$ cat config.mk
export PLATFORM = sky130hd
export DESIGN_NAME = wall_follow_obstacle_fsm
export DESIGN_NICKNAME = d
export VERILOG_FILES = /design/src/wfo_pkg.sv /design/src/wfo_fwd_speed.sv /design/src/wfo_core.sv /design/src/wall_follow_obstacle_fsm.sv
export SDC_FILE = /design/constraint.sdc
export NUM_CORES = 1
export LEC_CHECK = 0
export BUFFER_PORTS_ARGS = -buffer_cell sky130_fd_sc_hd__buf_2
export CELL_PAD_IN_SITES_DETAIL_PLACEMENT = 0
export CELL_PAD_IN_SITES_GLOBAL_PLACEMENT = 2
export CORE_ASPECT_RATIO = 2
export CORE_MARGIN = 2
export CORE_UTILIZATION = 42
export DETAILED_ROUTE_END_ITERATION = 10
export MAX_ROUTING_LAYER = met4
export PLACE_DENSITY = 0.86
export SETUP_SLACK_MARGIN = 0.2
export SYNTH_ARGS = -nofsm -noshare
export SYNTH_HDL_FRONTEND = slang
export SYNTH_SLANG_ARGS = --single-unit
$ cat constraint.sdc
create_clock -name clk -period 24.9 [get_ports clk]
set_input_delay 3.735 -clock clk [delete_from_list [all_inputs] [get_ports clk]]
set_output_delay 3.735 -clock clk [all_outputs]
set_load 0.02 [all_outputs]
$ cat src/wfo_pkg.sv
// Shared types and codes for the wall-follow obstacle mode machine.
package wfo_pkg;

  localparam int VEL_W  = 14;
  localparam int DIST_W = 16;
  localparam int TICK_W = 32;

  typedef enum logic [2:0] {
    CMD_LEFT_ENC    = 3'd0,
    CMD_RIGHT_ENC   = 3'd1,
    CMD_MID_SONAR   = 3'd2,
    CMD_LEFT_SONAR  = 3'd3,
    CMD_RIGHT_SONAR = 3'd4
  } cmd_t;

  typedef struct packed {
    logic [9:0]  near_dist;
    logic [9:0]  safe_dist;
    logic [15:0] turn_ticks;
    logic [11:0] lin_speed;
    logic [11:0] ang_speed;
  } cfg_t;

  // Forward-mode speed pair for the current side distance.
  typedef struct packed {
    logic                    hit;
    logic signed [VEL_W-1:0] lin;
    logic signed [VEL_W-1:0] ang;
  } fwd_t;

endpackage

$ cat src/wfo_fwd_speed.sv
// Piecewise-linear wall-following speeds from the side distance.
module wfo_fwd_speed import wfo_pkg::*; (
  input  logic signed [DIST_W-1:0] side,
  input  logic [11:0]              lin_speed,
  input  logic [11:0]              ang_speed,
  output fwd_t                     fwd
);

  // floor(t / 50) for t below 204800 (4096 * 50), by reciprocal multiply
  localparam logic [18:0] DIV50_RECIP = 19'd335545;

  function automatic logic [11:0] div50(input logic [17:0] t);
    logic [36:0] p;
    p = {19'b0, t} * {18'b0, DIV50_RECIP};
    return p[35:24];
  endfunction

  logic [6:0]         s7;
  logic [9:0]         s7x7;
  logic signed [10:0] xw;
  logic signed [10:0] xw_neg;
  logic [8:0]         mw;
  logic [11:0]        qw;
  logic signed [VEL_W-1:0] w;
  logic [8:0]         xl;
  logic [11:0]        ql;
  logic [13:0]        a3;
  logic               s_pos;
  logic               s_zero;

  assign s7     = side[6:0];
  assign s_pos  = !side[DIST_W-1] && (side != '0);
  assign s_zero = (side == '0);

  // W = round((7S - 350) * 256 / 25), odd-symmetric rounding
  assign s7x7   = {3'b0, s7} * 10'd7;
  assign xw     = $signed({1'b0, s7x7}) - 11'sd350;
  assign xw_neg = -xw;
  assign mw     = xw[10] ? xw_neg[8:0] : xw[8:0];
  assign qw     = div50({mw, 9'b0} + 18'd25);
  assign w      = xw[10] ? -$signed({2'b0, qw}) : $signed({2'b0, qw});

  // linear speed between 30 and 50: round((3S - 90) * 512 / 25)
  assign xl = {2'b0, s7} * 9'd3 - 9'd90;
  assign ql = div50({2'b0, xl[5:0], 10'b0} + 18'd25);

  assign a3 = {2'b0, ang_speed} * 14'd3 + 14'd2;

  always_comb begin
    fwd = '{hit: 1'b0, lin: '0, ang: '0};
    if (s_zero) begin
      fwd = '{hit: 1'b1, lin: $signed({2'b0, lin_speed}), ang: $signed({2'b0, a3[13:2]})};
    end else if (s_pos && side > 16'sd50 && side < 16'sd100) begin
      fwd = '{hit: 1'b1, lin: $signed({2'b0, lin_speed}), ang: w};
    end else if (s_pos && side > 16'sd30 && side < 16'sd50) begin
      fwd = '{hit: 1'b1, lin: $signed({2'b0, ql}), ang: w};
    end else if (s_pos && side < 16'sd30) begin
      fwd = '{hit: 1'b1, lin: '0, ang: w};
    end
  end

endmodule

$ cat src/wfo_core.sv
// Sensor state, encoder increments and the forward/reverse/turn mode machine.
module wfo_core import wfo_pkg::*; (
  input  logic                    clk,
  input  logic                    rst,
  input  logic                    step,
  input  logic [2:0]              cmd,
  input  logic [TICK_W-1:0]       reading,
  input  cfg_t                    cfg,
  output logic                    res_valid,
  output logic signed [VEL_W-1:0] res_lin,
  output logic signed [VEL_W-1:0] res_ang,
  output logic [1:0]              res_mode
);

  typedef enum logic [1:0] {
    MODE_FWD  = 2'd0,
    MODE_REV  = 2'd1,
    MODE_TURN = 2'd2
  } mode_t;

  mode_t mode, mode_next;
  logic [TICK_W-1:0] left_ticks, right_ticks, left_base, right_base;
  logic [TICK_W-1:0] left_inc, right_inc;
  logic signed [DIST_W-1:0] ahead_dist, side_dist;

  logic signed [DIST_W-1:0] dist_in, a_cur, s_cur;
  logic        run, near, far, latch;
  logic signed [TICK_W+1:0] turn_sum;
  logic        turn_done;
  fwd_t        fwd;

  assign dist_in = $signed(reading[DIST_W-1:0]);
  assign a_cur = (cmd == CMD_MID_SONAR)  ? dist_in : ahead_dist;
  assign s_cur = (cmd == CMD_LEFT_SONAR) ? dist_in : side_dist;

  assign run = step && (cmd == CMD_MID_SONAR || cmd == CMD_LEFT_SONAR ||
                        cmd == CMD_RIGHT_SONAR);

  assign near = !a_cur[DIST_W-1] && (a_cur != '0) &&
                (a_cur[DIST_W-2:0] < {5'b0, cfg.near_dist});
  assign far  = !a_cur[DIST_W-1] &&
                (a_cur[DIST_W-2:0] > {5'b0, cfg.safe_dist});

  // turn finished once right_inc - left_inc + turn_ticks <= 0
  assign turn_sum = $signed({{2{right_inc[TICK_W-1]}}, right_inc}) -
                    $signed({{2{left_inc[TICK_W-1]}}, left_inc}) +
                    $signed({18'b0, cfg.turn_ticks});
  assign turn_done = turn_sum[TICK_W+1] || (turn_sum == '0);

  wfo_fwd_speed u_fwd (
    .side      (s_cur),
    .lin_speed (cfg.lin_speed),
    .ang_speed (cfg.ang_speed),
    .fwd       (fwd)
  );

  always_comb begin
    mode_next = mode;
    res_valid = 1'b0;
    res_lin   = '0;
    res_ang   = '0;
    latch     = 1'b0;
    if (run) begin
      unique case (mode)
        MODE_FWD: begin
          if (near) begin
            mode_next = MODE_REV;
            res_valid = 1'b1;
          end else if (fwd.hit) begin
            res_valid = 1'b1;
            res_lin   = fwd.lin;
            res_ang   = fwd.ang;
          end
        end
        MODE_REV: begin
          if (a_cur == '0) begin
            res_valid = 1'b0;
          end else if (far) begin
            mode_next = MODE_TURN;
            latch     = 1'b1;
          end else begin
            res_valid = 1'b1;
            res_lin   = -$signed({2'b0, cfg.lin_speed});
          end
        end
        MODE_TURN: begin
          res_valid = 1'b1;
          if (near) begin
            mode_next = MODE_REV;
          end else if (turn_done) begin
            mode_next = MODE_FWD;
          end else begin
            res_ang = -$signed({2'b0, cfg.ang_speed});
          end
        end
        default: begin
          res_valid = 1'b0;
        end
      endcase
    end
  end

  assign res_mode = mode_next;

  always_ff @(posedge clk) begin
    if (rst) begin
      mode        <= MODE_FWD;
      left_ticks  <= '0;
      right_ticks <= '0;
      left_base   <= '0;
      right_base  <= '0;
      left_inc    <= '0;
      right_inc   <= '0;
      ahead_dist  <= '0;
      side_dist   <= '0;
    end else if (step) begin
      mode <= mode_next;
      if (cmd == CMD_LEFT_ENC) begin
        left_ticks <= reading;
        left_inc   <= reading - left_base;
      end
      if (cmd == CMD_RIGHT_ENC) begin
        right_ticks <= reading;
        right_inc   <= reading - right_base;
      end
      if (cmd == CMD_MID_SONAR) begin
        ahead_dist <= dist_in;
      end
      if (cmd == CMD_LEFT_SONAR) begin
        side_dist <= dist_in;
      end
      // start of turn: encoder increments count from here
      if (latch) begin
        left_base  <= left_ticks;
        right_base <= right_ticks;
        left_inc   <= '0;
        right_inc  <= '0;
      end
    end
  end

endmodule

$ cat src/wall_follow_obstacle_fsm.sv
// Top level of the wall-follow obstacle mode machine.
//
//  channel   | signals                           | contents
//  ----------+-----------------------------------+-----------------------------------
//  s_axis    | tvalid tready tdata[31:0] tuser   | tdata: reading; tuser: command
//  m_axis    | tvalid tready tdata[31:0]         | lin_vel, ang_vel, mode_now, pad
//  cfg       | cfg_we cfg_index[2:0] cfg_data    | 0 near 1 safe 2 turn_ticks 3 lin 4 ang
//
// From input transaction to result: the item register feeds the
// mode machine and speed logic, which settle into the result register.
// One item per cycle sustained unless the result stalls; the state updates as
// each item advances, so consecutive items see each other's state without a bubble.
// A stalled result holds the item register; input ready drops only then.
// Synchronous reset restores the default registers, forward mode, zero state.
module wall_follow_obstacle_fsm import wfo_pkg::*; (
  input  logic        clk,
  input  logic        rst,
  input  logic        s_axis_tvalid,
  output logic        s_axis_tready,
  input  logic [31:0] s_axis_tdata,   // [31:0] reading
  input  logic [2:0]  s_axis_tuser,   // [2:0] command
  output logic        m_axis_tvalid,
  input  logic        m_axis_tready,
  output logic [31:0] m_axis_tdata,   // [13:0] lin_vel, [27:14] ang_vel, [29:28] mode_now
  input  logic        cfg_we,
  input  logic [2:0]  cfg_index,
  input  logic [15:0] cfg_data
);

  localparam logic [2:0] REG_NEAR_DIST  = 3'd0;
  localparam logic [2:0] REG_SAFE_DIST  = 3'd1;
  localparam logic [2:0] REG_TURN_TICKS = 3'd2;
  localparam logic [2:0] REG_LIN_SPEED  = 3'd3;
  localparam logic [2:0] REG_ANG_SPEED  = 3'd4;

  cfg_t cfg;

  logic              in_valid;
  logic [2:0]        in_cmd;
  logic [TICK_W-1:0] in_reading;
  logic              adv;

  logic                    res_valid;
  logic signed [VEL_W-1:0] res_lin, res_ang;
  logic [1:0]              res_mode;

  logic signed [VEL_W-1:0] out_lin, out_ang;
  logic [1:0]              out_mode;

  assign adv           = in_valid && (!m_axis_tvalid || m_axis_tready);
  assign s_axis_tready = !in_valid || adv;

  always_ff @(posedge clk) begin
    if (rst) begin
      cfg <= '{near_dist: 10'd30, safe_dist: 10'd50, turn_ticks: 16'd663,
               lin_speed: 12'd1229, ang_speed: 12'd2867};
    end else if (cfg_we) begin
      unique case (cfg_index)
        REG_NEAR_DIST:  cfg.near_dist  <= cfg_data[9:0];
        REG_SAFE_DIST:  cfg.safe_dist  <= cfg_data[9:0];
        REG_TURN_TICKS: cfg.turn_ticks <= cfg_data;
        REG_LIN_SPEED:  cfg.lin_speed  <= cfg_data[11:0];
        REG_ANG_SPEED:  cfg.ang_speed  <= cfg_data[11:0];
        default: begin
          cfg <= cfg;
        end
      endcase
    end
  end

  always_ff @(posedge clk) begin
    if (rst) begin
      in_valid <= 1'b0;
    end else if (s_axis_tready) begin
      in_valid <= s_axis_tvalid;
    end
  end

  always_ff @(posedge clk) begin
    if (s_axis_tready && s_axis_tvalid) begin
      in_cmd     <= s_axis_tuser;
      in_reading <= s_axis_tdata;
    end
  end

  wfo_core u_core (
    .clk       (clk),
    .rst       (rst),
    .step      (adv),
    .cmd       (in_cmd),
    .reading   (in_reading),
    .cfg       (cfg),
    .res_valid (res_valid),
    .res_lin   (res_lin),
    .res_ang   (res_ang),
    .res_mode  (res_mode)
  );

  always_ff @(posedge clk) begin
    if (rst) begin
      m_axis_tvalid <= 1'b0;
    end else begin
      if (m_axis_tready) begin
        m_axis_tvalid <= 1'b0;
      end
      if (adv && res_valid) begin
        m_axis_tvalid <= 1'b1;
      end
    end
  end

  always_ff @(posedge clk) begin
    if (adv && res_valid) begin
      out_lin  <= res_lin;
      out_ang  <= res_ang;
      out_mode <= res_mode;
    end
  end

  assign m_axis_tdata = {2'b00, out_mode, out_ang, out_lin};

`ifndef NO_ASSERTIONS
  a_hold_on_stall: assert property (@(posedge clk) disable iff (rst)
    (in_valid && m_axis_tvalid && !m_axis_tready) |-> !s_axis_tready)
    else $error("input accepted while item register is blocked");

  a_result_loaded: assert property (@(posedge clk) disable iff (rst)
    (adv && res_valid) |=> m_axis_tvalid)
    else $error("result lost between core and output register");

  a_encoder_silent: assert property (@(posedge clk) disable iff (rst)
    (adv && (in_cmd == CMD_LEFT_ENC || in_cmd == CMD_RIGHT_ENC)) |-> !res_valid)
    else $error("encoder transaction produced a velocity command");
`endif

endmodule

==> results of run 1 <==
stage by stage:
step / instances / setup slack, ns
after floorplan: 3477 / 13.75
after global placement: 4359 / 12.35
after detailed placement: 4359 / 12.10
after CTS: 4425 / 12.02
after global routing: 4434 / 10.81
final: 4434 / 11.93
flip-flops by register name (all words and copies together), names as in the netlist:
signal and flops:
u_core.mode 2, in_valid 1, u_core.right_inc 32, u_core.right_base 32, in_reading 32, u_core.side_dist 16
out_mode 2, out_lin 14, in_cmd 3, cfg 60, u_core.right_ticks 32, out_ang 14
u_core.ahead_dist 16, m_axis_tvalid 1, u_core.left_ticks 32, u_core.left_base 32, u_core.left_inc 32
worst max-delay path: cells and delay by family (launching register included):
kind,cells,cell delay (ns)
mux,1,0.67
buf+inv,6,0.70
simple gates,14,4.24
xor+xnor,3,0.84
fa+ha+maj,10,3.78
compound gates,8,1.91
flops,1,0.55
cell families (layout without fill, tap and decap cells):
family                     count (synthesis)  in the layout
other                                      1             11
xor gates and xnor gates                 142            142
and+or+nand+nor                         1156           1156
DFF                                      353            353
adders and majority gates                491            491
buffers and inverters                    491            555
muxes                                     18             18
AOI/OAI and AO/OA                        824            824
worst max-delay path by stage:
stage	from	endpoint	slack [ns]
after global routing	in_cmd[0]	out_ang[11]	10.81
final	in_cmd[0]	out_ang[11]	11.93
after global placement	in_cmd[2]	out_ang[11]	12.35
after detailed placement	in_cmd[2]	out_ang[11]	12.10
after CTS	in_cmd[2]	out_ang[11]	12.02
after floorplan	in_cmd[0]	out_ang[11]	13.75
final cells by class:
class / count / area, sq um / share of cell area
multi-input combinational: 2633 / 18600 / 0.605
clock buffer: 46 / 1010 / 0.0330
antenna: 9 / 22.5 / 0.000734
inverter: 370 / 1390 / 0.0452
clock inverter: 20 / 200 / 0.00652
sequential: 353 / 7720 / 0.251
timing repair buffer: 119 / 677 / 0.0221
tap: 884 / 1110 / 0.0360
layer usage:
metal,up-vias,global-route usage,part of all wire
met4,0,0.213,0.093
met3,269,0.0259,0.028
met1,11584,0.221,0.32
met5,-,-,0
li1,12092,-,-
met2,563,0.547,0.56
placed cells by master, fill, tap and decap left out, types with 31 or more instances in the layout:
cell type    n
a211oi_1    34
a21o_1      40
a21oi_1    345
a22o_1      31
a31oi_1     49
buf_2       89
clkbuf_16   39
dfxtp_1    288
edfxtp_1    65
fa_1        79
ha_1       412
inv_1      370
nand2_1    561
nand3_1     69
nor2_1     217
nor2b_1     31
nor3_1      57
o21a_1      33
o21ai_0    118
or3_1       32
xnor2_1    102
xor2_1      40
==> results.ini, run 1 <==
[timing]
min_period_ns = 12.97
hold_ws_ns = 0.447
finalSetupTns_ns = 0
finalSetupViolCount = 0
slew_headroom = 0.222
clock_skew_ns = 0.0302
rsz0062_at_grt = false
timing_worst_slew_pin_value_ns = 1.17
hold_viol = 0
clock.fmax_ghz = 0.0771
fin_crit_sh = 0.521
slew_viol_final = 0

[critical_path]
worstSetupPathType = reg -> reg
critPathCaptureType = flop
cp.required_ns = 25.19
cp_max_fo = 14
worst_r2r_path_depth = 42
r2r-start = in_cmd[0]
r2r-end = out_ang[11]
crit_arrival_ns = 13.26
slowest_stage = nor4_1
crit_path_max_incr_delay_ns = 0.76
reg2reg_slack_ns = 11.93
start_kind = flop

[yosys]
synth.largest_area_cell = dfxtp_1
synth_edf_count = 65
yosys.area_share.simple = 0.186
syn_area_sq_mm = 0.0281
yosys_warnings = 0
avgSynthCellArea_sq_um = 8.09
synth.most_common_cell = nand2_1
ys_types = 79
synthTopCellsByArea = dfxtp_1 (21%), ha_1 (18%), nand2_1 (7.5%)
async_reset_ff_frac = 0
seq_area_frac_synth = 0.275
syn_inst = 3476
yosys.area.top_type_share = 0.205
synthAdderAreaFrac = 0.240
synth_common_cells = nand2_1 (562), ha_1 (412), inv_1 (370)
synth_compound_area_frac = 0.183
synth_xor_xnor_area_share = 0.0443
synth.area.mux_share = 0.00646
ys_seq_elements = 353
synth-main-ff-cell = dfxtp_1
synth_top_family_by_area = adder cells

[grt]
grt_usage = 0.272
grt-ovfl-total = 0
grt_pass1_vias = 25235
grt_start_max_net_pins = 108
grt_pass1_wl_mm = 140
antenna_found_initial = 9

[clock_tree]
cts_sinks = 353
cts_tree = built
post_cts_resize_count = 0
clockBufferDepth = 3
cts-root-buf = clkbuf_16
cts_inserted_buffers = 36
post_cts_buffers = 0
holdBufCountCts = 0
htreeDepth = 2
clk_pin_slew_worst_paths_ns = 0.07
insertion_delay_ns = 0.56

[outcome]
status = finished clean

[layout]
final_nets = 4063
syn_to_final_growth_pct = 9.21
design_area_sq_mm = 0.0307
n_fill_cell = 6664
drive_gt1_frac = 0.0599
utilization = 0.461

[floorplanning]
fp.dieH_um = 370
initial_core_util = 0.422
dieWidth_um = 187
ios = 93
fp-row-count = 134
dieArea_sq_mm = 0.0691
core_area_sq_mm = 0.0666

[placement]
port_buffers = 90
placed_area_sq_mm = 0.0295
place.gp.congestion = 0.972
dp_hpwl_mm = 73.9

[detailed_routing]
drtPass1Iterations = 5
wire_per_inst_um = 20.7
drtIter0Drc = 1074
totalWireLength_mm = 91.8
ant_nets = 0
num_vias = 24508
drt-vias-per-instance = 5.53
drc = 0

[hold_path]
holdPathStages = 2
hp-class = reg -> reg
min_from = u_core.right_ticks[16]
min_to = u_core.right_base[16]

[job]
cap_violations = 0

Power of run 1 is not shown: default switching activity piles up to over one toggle a cycle in this logic, so the estimate is an artifact.
==> inputs of run 2 (changes only) <==
--- a/config.mk
+++ b/config.mk
@@ -5,15 +5,16 @@
 export SDC_FILE = /design/constraint.sdc
 export NUM_CORES = 1
 export LEC_CHECK = 0
+export ABC_AREA = 1
 export BUFFER_PORTS_ARGS = -buffer_cell sky130_fd_sc_hd__buf_2
 export CELL_PAD_IN_SITES_DETAIL_PLACEMENT = 0
 export CELL_PAD_IN_SITES_GLOBAL_PLACEMENT = 2
 export CORE_ASPECT_RATIO = 2
 export CORE_MARGIN = 2
-export CORE_UTILIZATION = 42
+export CORE_UTILIZATION = 37
 export DETAILED_ROUTE_END_ITERATION = 10
 export MAX_ROUTING_LAYER = met4
-export PLACE_DENSITY = 0.86
+export PLACE_DENSITY = 0.8
 export SETUP_SLACK_MARGIN = 0.2
 export SYNTH_ARGS = -nofsm -noshare
 export SYNTH_HDL_FRONTEND = slang
==> constraint.sdc (replaced) <==
create_clock -name clk -period 13.15 [get_ports clk]
set_input_delay 1.9725 -clock clk [delete_from_list [all_inputs] [get_ports clk]]
set_output_delay 1.9725 -clock clk [all_outputs]
set_load 0.02 [all_outputs]
==> run 2 against run 1 <==
Compared with the run above:
- global-route usage is 1.3 points lower
- register-to-register slack worse by 11 ns
- wire length is 12% higher
- sequential share of layout area is 1.4 points lower
- via count is 8.2% higher
- fmax is 11% higher
- area after synthesis is 6.2% higher
- sequential cell count stayed put
- first-iteration DRC count is 3.9% lower
- synthesized cell count is 21% higher
- clock skew is 0.0027 ns higher
- largest cell class unchanged
- worst hold slack better by 0.0099 ns
==> results.ini, run 2 <==
[layout]
largest_reg_flops = 60
drive_gt1_frac = 0.0567
final_nets = 4793
final_cell_mix = nand2_1 (827), inv_1 (683), ha_1 (412)
syn_to_final_growth_pct = 8.94
layout.cells.most_common = nand2_1
top_register = cfg
fin_cells = 5315

[timing]
clock_skew_ns = 0.0330
slew_headroom = 0.200
fin_crit_sh = 0.892
finalSetupTns_ns = 0
clock.fmax_ghz = 0.0853
timing_worst_slew_pin_value_ns = 1.19
rsz0062_at_grt = false
slew_viol_final = 0
hold_viol = 0
fin_ws_ns = 1.43
finalSetupViolCount = 0
min_period_ns = 11.72

[yosys]
yosys.area.top_type_share = 0.193
synth-main-ff-cell = dfxtp_1
avgSynthCellArea_sq_um = 7.10
async_reset_ff_frac = 0
syn_area_sq_mm = 0.0299
syn_inst = 4205
synth.most_common_cell = nand2_1
seq_area_frac_synth = 0.258
ys_types = 63
synth_edf_count = 65
yosys_warnings = 0
synthTopCellsByArea = dfxtp_1 (19%), ha_1 (17%), nand2_1 (10%)
synth.largest_area_cell = dfxtp_1
ys_seq_elements = 353
synth_common_cells = nand2_1 (827), inv_1 (687), ha_1 (412)

[grt]
antenna_found_initial = 2
grt_usage = 0.259
grt-ovfl-total = 0
grt_start_max_net_pins = 102
grt_pass1_vias = 27625
grt_pass1_wl_mm = 157

[detailed_routing]
num_vias = 26512
wire_per_inst_um = 19.4
totalWireLength_mm = 103
drc = 0
drt-vias-per-instance = 4.99
drtPass1Iterations = 5
drtIter0Drc = 1032
ant_nets = 0

[critical_path]
reg2reg_slack_ns = 1.43
worstSetupPathType = reg -> reg
crit_arrival_ns = 12.02
critPathCapture = out_ang[10]
cp.required_ns = 13.44
r2r-end = out_ang[10]
slowest_stage = o21ai_0
critPathCaptureType = flop
start_kind = flop
crit_path_max_incr_delay_ns = 0.65
crit_path_start = in_cmd[2]
r2r-start = in_cmd[2]
cp_max_fo = 31
worst_r2r_path_depth = 45

[clock_tree]
insertion_delay_ns = 0.60
holdBufCountCts = 0
cts_tree = built
cts_sinks = 353
post_cts_buffers = 0
clk_pin_slew_worst_paths_ns = 0.07
cts-root-buf = clkbuf_16
cts_inserted_buffers = 36
htreeDepth = 2
clockBufferDepth = 3
post_cts_resize_count = 0

[placement]
place_ws_ns = 1.52
place.gp.congestion = 0.927
port_buffers = 90
placed_cells = 5248
dp_hpwl_mm = 85.3

[floorplanning]
initial_core_util = 0.372
fp-row-count = 147
dieWidth_um = 205
ios = 93
fp.dieH_um = 406
core_area_sq_mm = 0.0802
dieArea_sq_mm = 0.0831

[job]
cap_violations = 0

[hold_path]
hp-class = reg -> reg

[outcome]
status = finished clean

[run 2: changes by cell type after synthesis, moves of 33 or more]
cell	delta
a21oi_1	+40
a31oi_1	-33
inv_1	+317
nand2_1	+265
nand3_1	+164
nor2_1	+166
o21ai_0	+165
xnor2_1	-60
xor2_1	+37
[run 2: layout make-up]
cell class,instances,area (sq um)
Fill cell,8787,47700
Multi-Input combinational cell,3046,19100
Sequential cell,353,7720
Inverter,699,2630
Tap cell,1043,1310
Clock buffer,55,1120
Timing Repair Buffer,107,581
Clock inverter,11,106
Antenna cell,1,2.50
[run 2: critical path: cells and delay by family (launching register included)]
family	cells	cell delay [ns]
flops	1	0.45
buf+inv	7	0.75
xor+xnor	3	0.95
simple gates	11	2.18
fa+ha+maj	11	4.20
compound gates	13	2.85
[run 2: metrics by stage]
step	hold slack (ns)	area (sq um)	utilization
2_1_floorplan	0.433	29900	-
3_3_place_gp	0.444	31300	0.390
3_5_place_dp	0.451	31300	0.390
4_1_cts	0.461	32500	0.406
5_1_grt	0.480	32500	0.406
6_report	0.457	32500	0.406
[run 2: kinds of logic (layout without fill, tap and decap cells)]
| family | count (synthesis) | after routing | share of synthesized area |
|---|---|---|---|
| other cells | 1 | 3 | 0.000126 |
| simple gates | 1619 | 1619 | 0.229 |
| flops | 353 | 353 | 0.258 |
| buf+inv | 807 | 872 | 0.104 |
| compound gates | 814 | 814 | 0.148 |
| xor+xnor | 120 | 120 | 0.0354 |
| fa+ha+maj | 491 | 491 | 0.226 |
[run 2: per-layer routing]
layer	wire length, um	global-route usage	up-vias
li1	-	-	13763
met1	32500	0.210	12232
met2	62100	0.550	329
met3	1860	0.0200	188
met4	6530	0.140	0
met5	0	-	-
[run 2: worst min path at each step]
stage                              start                   end  slack (ns)  depth (start not counted)
global placement    u_core.left_base[29]  u_core.left_base[29]        0.44                          2
CTS                 u_core.left_base[23]  u_core.left_base[23]        0.46                          2
floorplan           u_core.left_base[10]  u_core.left_base[10]        0.43                          2
finish              u_core.left_base[22]  u_core.left_base[22]        0.46                          2
detailed placement  u_core.left_base[23]  u_core.left_base[23]        0.45                          2
global route        u_core.left_base[23]  u_core.left_base[23]        0.48                          2
Power of run 2 is left out for the same reason.
